$ cat src/hw/rtl/fpbc_pkg.sv
// Shared types and constants for the FIFO page buffer cache.
`default_nettype none
package fpbc_pkg;
	localparam int ENTRIES   = 64;
	localparam int IDX_W     = $clog2(ENTRIES);
	localparam int SLOT_W    = 12;
	localparam int SLOT_BITS = 12;
	localparam int ADDR_W    = 56;
	localparam int CNT_W     = 32;
	localparam int VCNT_W    = 7;
	localparam int QDEPTH    = 2;

	typedef enum logic {
		OP_INSERT = 1'b0,
		OP_LOOKUP = 1'b1
	} op_t;

	typedef struct packed {
		logic              action;
		logic [SLOT_W-1:0] slot;
		logic [ADDR_W-1:0] page_addr;
	} in_word_t;

	typedef struct packed {
		logic              hit;
		logic [ADDR_W-1:0] found_addr;
		logic              evicted;
		logic [ADDR_W-1:0] evicted_addr;
		logic [CNT_W-1:0]  hit_total;
		logic [CNT_W-1:0]  miss_total;
		logic [VCNT_W-1:0] valid_total;
	} out_word_t;

	typedef struct packed {
		op_t                  op;
		logic [SLOT_BITS-1:0] tag;
		logic [ADDR_W-1:0]    addr;
	} q_word_t;

	typedef struct packed {
		logic    valid;
		q_word_t word;
	} q_req_t;
endpackage
`default_nettype wire

$ cat src/hw/rtl/fpbc_front.sv
// Front end: accepts request words, decodes the action and queues them.
`default_nettype none
module fpbc_front (
	input  wire                 clk,
	input  wire                 arst_n,
	input  wire                 req_valid,
	output logic                req_stall,
	input  fpbc_pkg::in_word_t  req,
	output fpbc_pkg::q_req_t    q_req,
	input  wire                 q_pop
);
	localparam int PTR_W = $clog2(fpbc_pkg::QDEPTH);

	fpbc_pkg::q_word_t      slots_q [fpbc_pkg::QDEPTH];
	logic [PTR_W-1:0]       wr_ptr_q;
	logic [PTR_W-1:0]       rd_ptr_q;
	logic [PTR_W:0]         fill_q;
	logic                   push;
	logic                   pop;
	fpbc_pkg::q_word_t      dec;

	always_comb begin
		dec.op   = req.action ? fpbc_pkg::OP_LOOKUP : fpbc_pkg::OP_INSERT;
		dec.tag  = req.slot[fpbc_pkg::SLOT_BITS-1:0];
		dec.addr = req.page_addr;
	end

	assign req_stall   = (fill_q == (PTR_W+1)'(fpbc_pkg::QDEPTH));
	assign push        = req_valid && !req_stall;
	assign pop         = q_pop && q_req.valid;
	assign q_req.valid = (fill_q != '0);
	assign q_req.word  = slots_q[rd_ptr_q];

	always_ff @(posedge clk) begin
		if (push) begin
			slots_q[wr_ptr_q] <= dec;
		end
	end

	always_ff @(posedge clk or negedge arst_n) begin
		if (!arst_n) begin
			wr_ptr_q <= '0;
			rd_ptr_q <= '0;
			fill_q   <= '0;
		end else begin
			if (push) begin
				wr_ptr_q <= (wr_ptr_q == PTR_W'(fpbc_pkg::QDEPTH-1)) ? '0 : wr_ptr_q + 1'b1;
			end
			if (pop) begin
				rd_ptr_q <= (rd_ptr_q == PTR_W'(fpbc_pkg::QDEPTH-1)) ? '0 : rd_ptr_q + 1'b1;
			end
			case ({push, pop})
				2'b10:   fill_q <= fill_q + 1'b1;
				2'b01:   fill_q <= fill_q - 1'b1;
				default: fill_q <= fill_q;
			endcase
		end
	end
endmodule
`default_nettype wire

$ cat config.mk
export PLATFORM = sky130hd
export DESIGN_NAME = fpbc_front
export DESIGN_NICKNAME = d
export VERILOG_FILES = /design/src/hw/rtl/fpbc_pkg.sv /design/src/hw/rtl/fpbc_front.sv
export SDC_FILE = /design/constraint.sdc
export NUM_CORES = 1
export LEC_CHECK = 0
export BUFFER_PORTS_ARGS = -buffer_cell sky130_fd_sc_hd__buf_4
export CAP_MARGIN = 30
export CORE_AREA = 2 2 100 102
export CTS_BUF_LIST = sky130_fd_sc_hd__clkbuf_8
export DETAILED_ROUTE_END_ITERATION = 16
export DIE_AREA = 0 0 102 104
export HOLD_SLACK_MARGIN = 0.03
export PLACE_DENSITY = 0.93
export SLEW_MARGIN = 10
export SYNTH_ARGS = -nofsm -noshare
export SYNTH_HDL_FRONTEND = slang
export SYNTH_SLANG_ARGS = --single-unit
export TNS_END_PERCENT = 20
$ cat constraint.sdc
create_clock -name clk -period 9.4 [get_ports clk]
set_input_delay 1.41 -clock clk [delete_from_list [all_inputs] [get_ports clk]]
set_output_delay 1.41 -clock clk [all_outputs]
set_load 0.03 [all_outputs]
==> Yosys cells after proc, flatten, opt, wreduce, memory -nomap -nowiden <==
Memory sizes are Yosys's and may differ from the RTL's.
Index checks and enable logic that the tools add are counted.
W data, S select, Z words.
{ "classes": {"n_reduce_logical": 5, "eq_ne": 3, "n_mul": 0, "muxes": 6, "order_cmp": 0, "div_mod_pow": 0, "bitwise_logic": 0, "shifts": 0, "addsub": 4} }
{ "op_table": {"columns": ["cell", "count"], "rows": [
  ["$mux W1", 5],
  ["$eq A2 B2 Y1 const B", 2],
  ["$pmux W2 S2", 1],
  ["$reduce_bool A2 Y1", 2],
  ["$add A1 B1 Y1 const B", 2],
  ["$add A2 B1 Y2 const B", 1],
  ["$eq A2 B1 Y1 const B", 1],
  ["$logic_and A1 B1 Y1", 2],
  ["$sub A2 B1 Y2 const B", 1],
  ["$logic_not A1 Y1", 1]
]} }
{ "totals": {"ramBits": 138, "memories": 1, "mem_bits_ro": 0, "latch_bits": 0, "register_bits": 4} }
{ "mem_list": {"columns": ["name", "words", "width", "rd", "rd_clocked_by_memory_dff", "write_ports", "line", "source"], "rows": [
  ["slots_q", 2, 69, 1, 0, 1, "fpbc_front.sv:14", "fpbc_pkg::q_word_t slots_q [fpbc_pkg::QDEPTH];"]
]} }

==> Longest topological paths before layout <==
Gate-level depths: netlist of the first run.
{ "logic_depth": {"depth_word": 5, "mapped_depth": 6} }

==> Least setup slack after synthesis of the first run <==
No wires, ideal clock.
{ "synth_path": {"path_kind": "input to register", "startpoint": "input req_valid", "endpoint": "memory slots_q[0][0] in the netlist's numbering, enable pin", "arrival_ps": 4387, "n_path_buf": 0, "stages": 2, "path_slack_ps": 4517, "path_cell_list": "nand2_1 nor2_1"} }
{ "synth_via": {"elab_chain_cells": 3} }
{ "synth_rtl": {"columns": ["item", "line", "source"], "rows": [
  ["start, declared", "fpbc_front.sv:6", "input wire req_valid,"],
  ["$logic_and A1 B1 Y1", "fpbc_front.sv:29", "assign push = req_valid && !req_stall;"],
  ["$mux W1", "fpbc_front.sv:35", "if (push) begin"],
  ["$mux W1 (implied by the code)", "fpbc_front.sv:36", "slots_q[wr_ptr_q] <= dec;"],
  ["end, declared", "fpbc_front.sv:14", null]
]} }
Every way passes these cells.

==> results of run 1 <==
metrics by stage:
| step | setup WS [ps] | hold WS (ps) | area (um^2) | cells |
|---|---|---|---|---|
| floorplan | 4520 | 456 | 5470 | 233 |
| global placement | 5950 | 474 | 6650 | 503 |
| detailed placement | 5940 | 477 | 6650 | 503 |
| CTS | 5450 | 487 | 6970 | 534 |
| global route | 5390 | 522 | 6990 | 535 |
| finish | 5510 | 487 | 6990 | 535 |
placed cells by master, fill, tap and decap left out, types with 2 or more instances in the layout:
master      instances
inv_1               2
mux2_4             69
buf_4             145
xor2_1              2
clkinv_2            7
edfxtp_1          138
clkbuf_8           17
xnor2_1             3
clkinvlp_4          4
dfrtp_1             3
power by group through the flow:
| stage | sequential [mW] | combinational (mW) | clock [mW] |
|---|---|---|---|
| 2_1_floorplan | 0.919 | 0.733 | 0 |
| 3_3_place_gp | 0.953 | 0.945 | 0 |
| 3_5_place_dp | 0.964 | 0.959 | 0 |
| 4_1_cts | 0.952 | 0.962 | 0.396 |
| 5_1_grt | 0.962 | 1.00 | 0.422 |
| 6_report | 0.947 | 0.958 | 0.387 |
cells by family after synthesis:
kind of cell             count (synthesis)  share of synthesized area, %
flip-flops                             142                          77.6
adder cells (fa/ha/maj)                  1                         0.229
buffers and inverters                    9                          1.72
XOR/XNOR                                 5                         0.801
multiplexers                            69                          18.9
AND/OR/NAND/NOR                          7                         0.709
worst max-delay path by stage:
stage,from,end,cells after the start
floorplan,req_valid,slots_q[0][0],2
finish,rd_ptr_q,q_req[54],3
detailed placement,rd_ptr_q,q_req[12],3
global route,rd_ptr_q,q_req[32],3
CTS,rd_ptr_q,q_req[32],3
global placement,rd_ptr_q,q_req[32],3
layer usage:
layer | vias to the layer above | global-route usage [%] | routed length, um
li1 | 1229 | - | -
met1 | 1246 | 19.7 | 3630
met2 | 99 | 30.2 | 4990
met3 | 11 | 6.92 | 576
met4 | 0 | 7.33 | 172
met5 | - | 0 | 0
area by class of cell:
class / count / area, um^2 / area share [%]
clock inverters: 14 / 81.3 / 1.16
flip-flops and latches: 142 / 4250 / 60.8
multi-input cells: 82 / 1140 / 16.4
well taps: 133 / 166 / 2.38
clock buffers: 17 / 234 / 3.35
repair buffers: 146 / 1110 / 15.9
inverters: 1 / 3.75 / 0.0537
state kept, by name (all words and copies together) (netlist names):
register / cells
rd_ptr_q: 1
slots_q: 138
fill_q: 2
wr_ptr_q: 1
==> results.yml, run 1 <==
yosys:
  avgSynthCellArea_um2: 23.5
  syn_inst: 233
  synth_flop_cell: "edfxtp_1"
  ys_warn_count: 0
  synth_top_area_cell: "edfxtp_1"
  synth.distinct_cells: 14
  syn-num-nets: 307
  syn_area_mm2: 0.00547
  synthTopCellsByArea: "edfxtp_1 (76%), mux2_4 (19%), dfrtp_1 (1.8%)"
  ys_seq_elements: 142
  synth.top_cells.by_count: "edfxtp_1 (138), mux2_4 (69), buf_6 (8), dfrtp_1 (4), xnor2_1 (3)"
  ys_seq_area_share_pct: 77.6
  synth.top_cell.area_share_pct: 75.8
  synth_edf_count: 138
  yosysMostFrequentCell: "edfxtp_1"
  synthArstFlopShare_pct: 2.82
floorplanning:
  die-width_um: 102
  die_area_mm2: 0.0106
  core_area_mm2: 0.00955
  pin_count: 144
  die_y_um: 104
  num_rows: 36
  start_util_pct: 57.3
run:
  drv_cap: 0
hold_path:
  hp-class: "register to register"
  timing.hold.worst.start: "fill_q[1]"
  hold_end: "fill_q[1]"
  whs_path_depth: 1
worst_setup_path:
  cp.required_ps: 7990
  crit_path_frequent_cell: "buf_4"
  critical_path.startpoint_type: "register"
  path_buf_inv: 2
  critPathMaxStageDelay_ps: 850
  r2r-end: "slots_q[0][11]"
  path_cells: "buf_4, mux2_4, buf_4"
  cp.arrival_ps: 2480
  crit_path_end_kind: "primary output"
  r2r-start: "fill_q[0]"
  cp_top_family: "flip-flops"
  worstSetupPathType: "register to primary output"
  rr_worst_depth: 4
  crit_path_max_fanout: 36
  r2r_setup_slack_ps: 7000
  worst_path_max_delay_cell: "dfrtp_4"
finish:
  nFillCells: 587
  final_layout_size_suffix_gt1_share_pct: 61.7
  fin_nets: 464
  diodes: 0
  area_growth_pct: 27.7
  utilization_pct: 73.2
timing:
  hold_viol: 0
  maxSlewHeadroom_pct: 42.1
  rsz0062_at_grt: "false"
  fin_skew_ps: 10.4
  setup_viol: 0
  layout_min_cycle_time_ps: 3890
  fmax_ghz: 0.257
  post-route-period-util_pct: 41.4
  tightest_slew_ps: 866
  tns_ps: 0
  drv_slew: 0
status:
  outcome: "finished clean"
placement:
  gp_congestion: 0.701
  dp_hpwl_mm: 6.18
  port_buffers: 143
grt:
  grt_overflow: 0
  antenna_found_initial: 0
  grt_pass1_wl_mm: 13.6
  grtUsageTotal_pct: 17.7
  grt_max_degree: 70
  grt_pass1_vias: 2720
clocking:
  cts_setup_buffers: 0
  cts.clk_slew.worst_paths_ps: 80
  cts-root-buf: "clkbuf_8"
  cts_hold_buf: 0
  numCtsBuffers: 17
  cts_resized: 0
  cts_tree: "yes"
  clkSinkCount: 142
  h-tree-depth: 4
  cts.path.max_buffers: 2
  clk_latency_ps: 430
power_and_ir_drop:
  combPwrFrac_pct: 41.8
  peakVddDrop_uv: 236
  p_leak_nw: 2.81
  pwr-share-clk_pct: 16.9
  p_sw_mw: 0.813
  p_int_mw: 1.48
  pwr-share-seq_pct: 41.3
  power_per_cell_area_mw_per_mm2: 328
  power.total_mw: 2.29
  sw_frac_of_total_pct: 35.4
routing:
  drc: 0
  ant_nets: 0
  drt-initial-drc-count: 112
  routedWlPerCell_um: 17.5
  drt-pass1-iter-count: 4
  drt_wl_total_mm: 9.37
  vias: 2585
  viasPerCell: 4.83
(Power assumes the default switching activity.)
==> inputs of run 2 (changes only) <==
--- a/config.mk
+++ b/config.mk
@@ -5,14 +5,15 @@
 export SDC_FILE = /design/constraint.sdc
 export NUM_CORES = 1
 export LEC_CHECK = 0
+export ABC_AREA = 1
 export BUFFER_PORTS_ARGS = -buffer_cell sky130_fd_sc_hd__buf_4
 export CAP_MARGIN = 30
-export CORE_AREA = 2 2 100 102
+export CORE_AREA = 2 2 102 104
 export CTS_BUF_LIST = sky130_fd_sc_hd__clkbuf_8
 export DETAILED_ROUTE_END_ITERATION = 16
-export DIE_AREA = 0 0 102 104
+export DIE_AREA = 0 0 104 106
 export HOLD_SLACK_MARGIN = 0.03
-export PLACE_DENSITY = 0.93
+export PLACE_DENSITY = 0.88
 export SLEW_MARGIN = 10
 export SYNTH_ARGS = -nofsm -noshare
 export SYNTH_HDL_FRONTEND = slang
==> constraint.sdc (replaced) <==
create_clock -name clk -period 3.85 [get_ports clk]
set_input_delay 0.5775 -clock clk [delete_from_list [all_inputs] [get_ports clk]]
set_output_delay 0.5775 -clock clk [all_outputs]
set_load 0.03 [all_outputs]
==> run 2 against run 1 <==
Die area up 3.9%. Combinational power up 150%. Power rose to 2.5 times the previous value. Critical path depth up 1. First-iteration DRC count up 46%. Utilization down 4.4 points. Via count up 27%. Clock-buffer cell count unchanged. Clock skew down 4.3 ps. Cell area down 1.5%. Wire length up 9.0%.
==> results.yml, run 2 <==
worst_setup_path:
  crit_path_end_kind: "primary output"
  crit_path_max_fanout: 70
  cp.required_ps: 3270
  worstSetupPathType: "register to primary output"
  cp.arrival_ps: 2210
  rr_worst_depth: 6
  critical_path.startpoint_type: "register"
timing:
  fin_skew_ps: 6.07
  maxSlewHeadroom_pct: 38.5
  hold_viol: 0
  fmax_ghz: 0.359
  post-route-period-util_pct: 72.3
  setup_viol: 0
  layout_min_cycle_time_ps: 2790
  tightest_slew_ps: 923
  rsz0062_at_grt: "false"
  tns_ps: 0
  drv_slew: 0
  setup_ws_ps: 1060
yosys:
  yosysMostFrequentCell: "nand2_1"
  avgSynthCellArea_um2: 13.4
  synth.top_cells.by_count: "nand2_1 (217), edfxtp_1 (138), buf_2 (7), buf_4 (7), inv_1 (7)"
  synth_top_area_cell: "edfxtp_1"
  synth.top_cell.area_share_pct: 79.0
  ys_seq_elements: 142
  syn_area_mm2: 0.00525
  synth.distinct_cells: 15
  synth_edf_count: 138
  syn-num-nets: 466
  synthArstFlopShare_pct: 2.82
  synthTopCellsByArea: "edfxtp_1 (79%), nand2_1 (16%), dfrtp_1 (1.9%)"
  synth_flop_cell: "edfxtp_1"
  ys_warn_count: 0
  syn_inst: 392
  ys_seq_area_share_pct: 80.9
grt:
  grt_pass1_vias: 3396
  antenna_found_initial: 0
  grt_max_degree: 71
  grtUsageTotal_pct: 18.9
  grt_pass1_wl_mm: 15.8
  grt_overflow: 0
placement:
  placed_cells: 659
  gp_congestion: 0.745
  dp_hpwl_mm: 6.59
  dp_slack_ps: 1540
  port_buffers: 143
routing:
  ant_nets: 0
  drt-initial-drc-count: 164
  drc: 0
  viasPerCell: 4.73
  drt_wl_total_mm: 10.2
  met2_length_mm: 5.37
  wl_met3_um: 648
  drt-pass1-iter-count: 6
  wl_met1_mm: 3.95
  vias: 3280
  routedWlPerCell_um: 14.7
  routed.top_layer: "met4"
finish:
  largest-register: "slots_q"
  area_growth_pct: 31.1
  fin_nets: 618
  final_common_cell: "nand2_1"
  largest_reg_flops: 138
  final_cell_mix: "nand2_1 (217), buf_4 (145), edfxtp_1 (138)"
  fin_cells: 693
  diodes: 0
  reg.largest.list: "slots_q: 138 flops, fill_q: 2 flops"
  final_layout_size_suffix_gt1_share_pct: 32.1
floorplanning:
  pin_count: 144
  start_util_pct: 52.5
  core_area_mm2: 0.0100
  die-width_um: 104
  num_rows: 37
  die_y_um: 106
  die_area_mm2: 0.0110
clocking:
  cts_resized: 0
  cts.clk_slew.worst_paths_ps: 70
  cts-root-buf: "clkbuf_8"
  cts.path.max_buffers: 2
  h-tree-depth: 4
  clk_latency_ps: 420
  cts_tree: "yes"
  numCtsBuffers: 17
  clkSinkCount: 142
power_and_ir_drop:
  power_per_cell_area_mw_per_mm2: 849
  power.total_mw: 5.84
  p_leak_nw: 2.96
  peakVddDrop_uv: 522
run:
  drv_cap: 0
status:
  outcome: "finished clean"
hold_path:
  whs_path_depth: 1
  hp-class: "input pin to register"
run 2: stage by stage:
step	util [%]	hold WS [ps]	area, um^2
floorplan	-	282	5250
global placement	64.4	377	6440
detailed placement	64.4	379	6440
CTS	68.6	303	6860
global route	68.8	296	6880
finish	68.8	330	6880
run 2: logic make-up (layout without fill, tap and decap cells):
| group | count (synthesis) | in the layout | share of synthesized area, % |
|---|---|---|---|
| and+or+nand+nor | 223 | 223 | 16.1 |
| xor gates and xnor gates | 1 | 1 | 0.167 |
| AOI/OAI and AO/OA | 1 | 1 | 0.0953 |
| adders and majority gates | 1 | 1 | 0.238 |
| DFF | 142 | 142 | 80.9 |
| buffers and inverters | 24 | 189 | 2.57 |
run 2: worst max-delay path, stage by stage (launching register included):
cell     delay (ps)
dfrtp_2         640
inv_4           620
nand2_1         170
nand2_1         130
buf_4           170
run 2: path summary, 6_finish.rpt:
check,to,slack [ps],start
worst min register to register,fill_q[1],490,fill_q[1]
worst max-delay path,q_req[56],1060,rd_ptr_q
max in group asynchronous,rd_ptr_q,3240,arst_n
min in group asynchronous,wr_ptr_q,480,arst_n
worst min-delay path,slots_q[0][41],330,req[41]
worst max register to register,slots_q[0][35],1960,fill_q[1]
run 2: repair_timing:
action,4_1_cts,5_1_grt
endpoints found under the hold margin,4,0
buffers inserted,0,0
hold buffers,1,0
run 2: power breakdown:
group | switching, mW | internal, mW | leakage [nW] | total (mW)
clock | 0.521 | 0.691 | 0.207 | 1.21
sequential | 0.142 | 2.11 | 1.33 | 2.25
combinational | 1.62 | 0.755 | 1.42 | 2.38
run 2: layout make-up:
| type | count | area, um^2 |
|---|---|---|
| well taps | 136 | 170 |
| flip-flops and latches | 142 | 4250 |
| clock inverters | 15 | 178 |
| inverters | 9 | 36.3 |
| multi-input cells | 226 | 877 |
| fillers | 689 | 3120 |
| clock buffers | 17 | 234 |
| repair buffers | 148 | 1140 |
run 2: per-layer routing:
metal / up-vias / GRT usage, %
met5: - / 0
met4: 0 / 8.78
li1: 1621 / -
met3: 23 / 6.25
met1: 1506 / 21.3
met2: 130 / 32.6
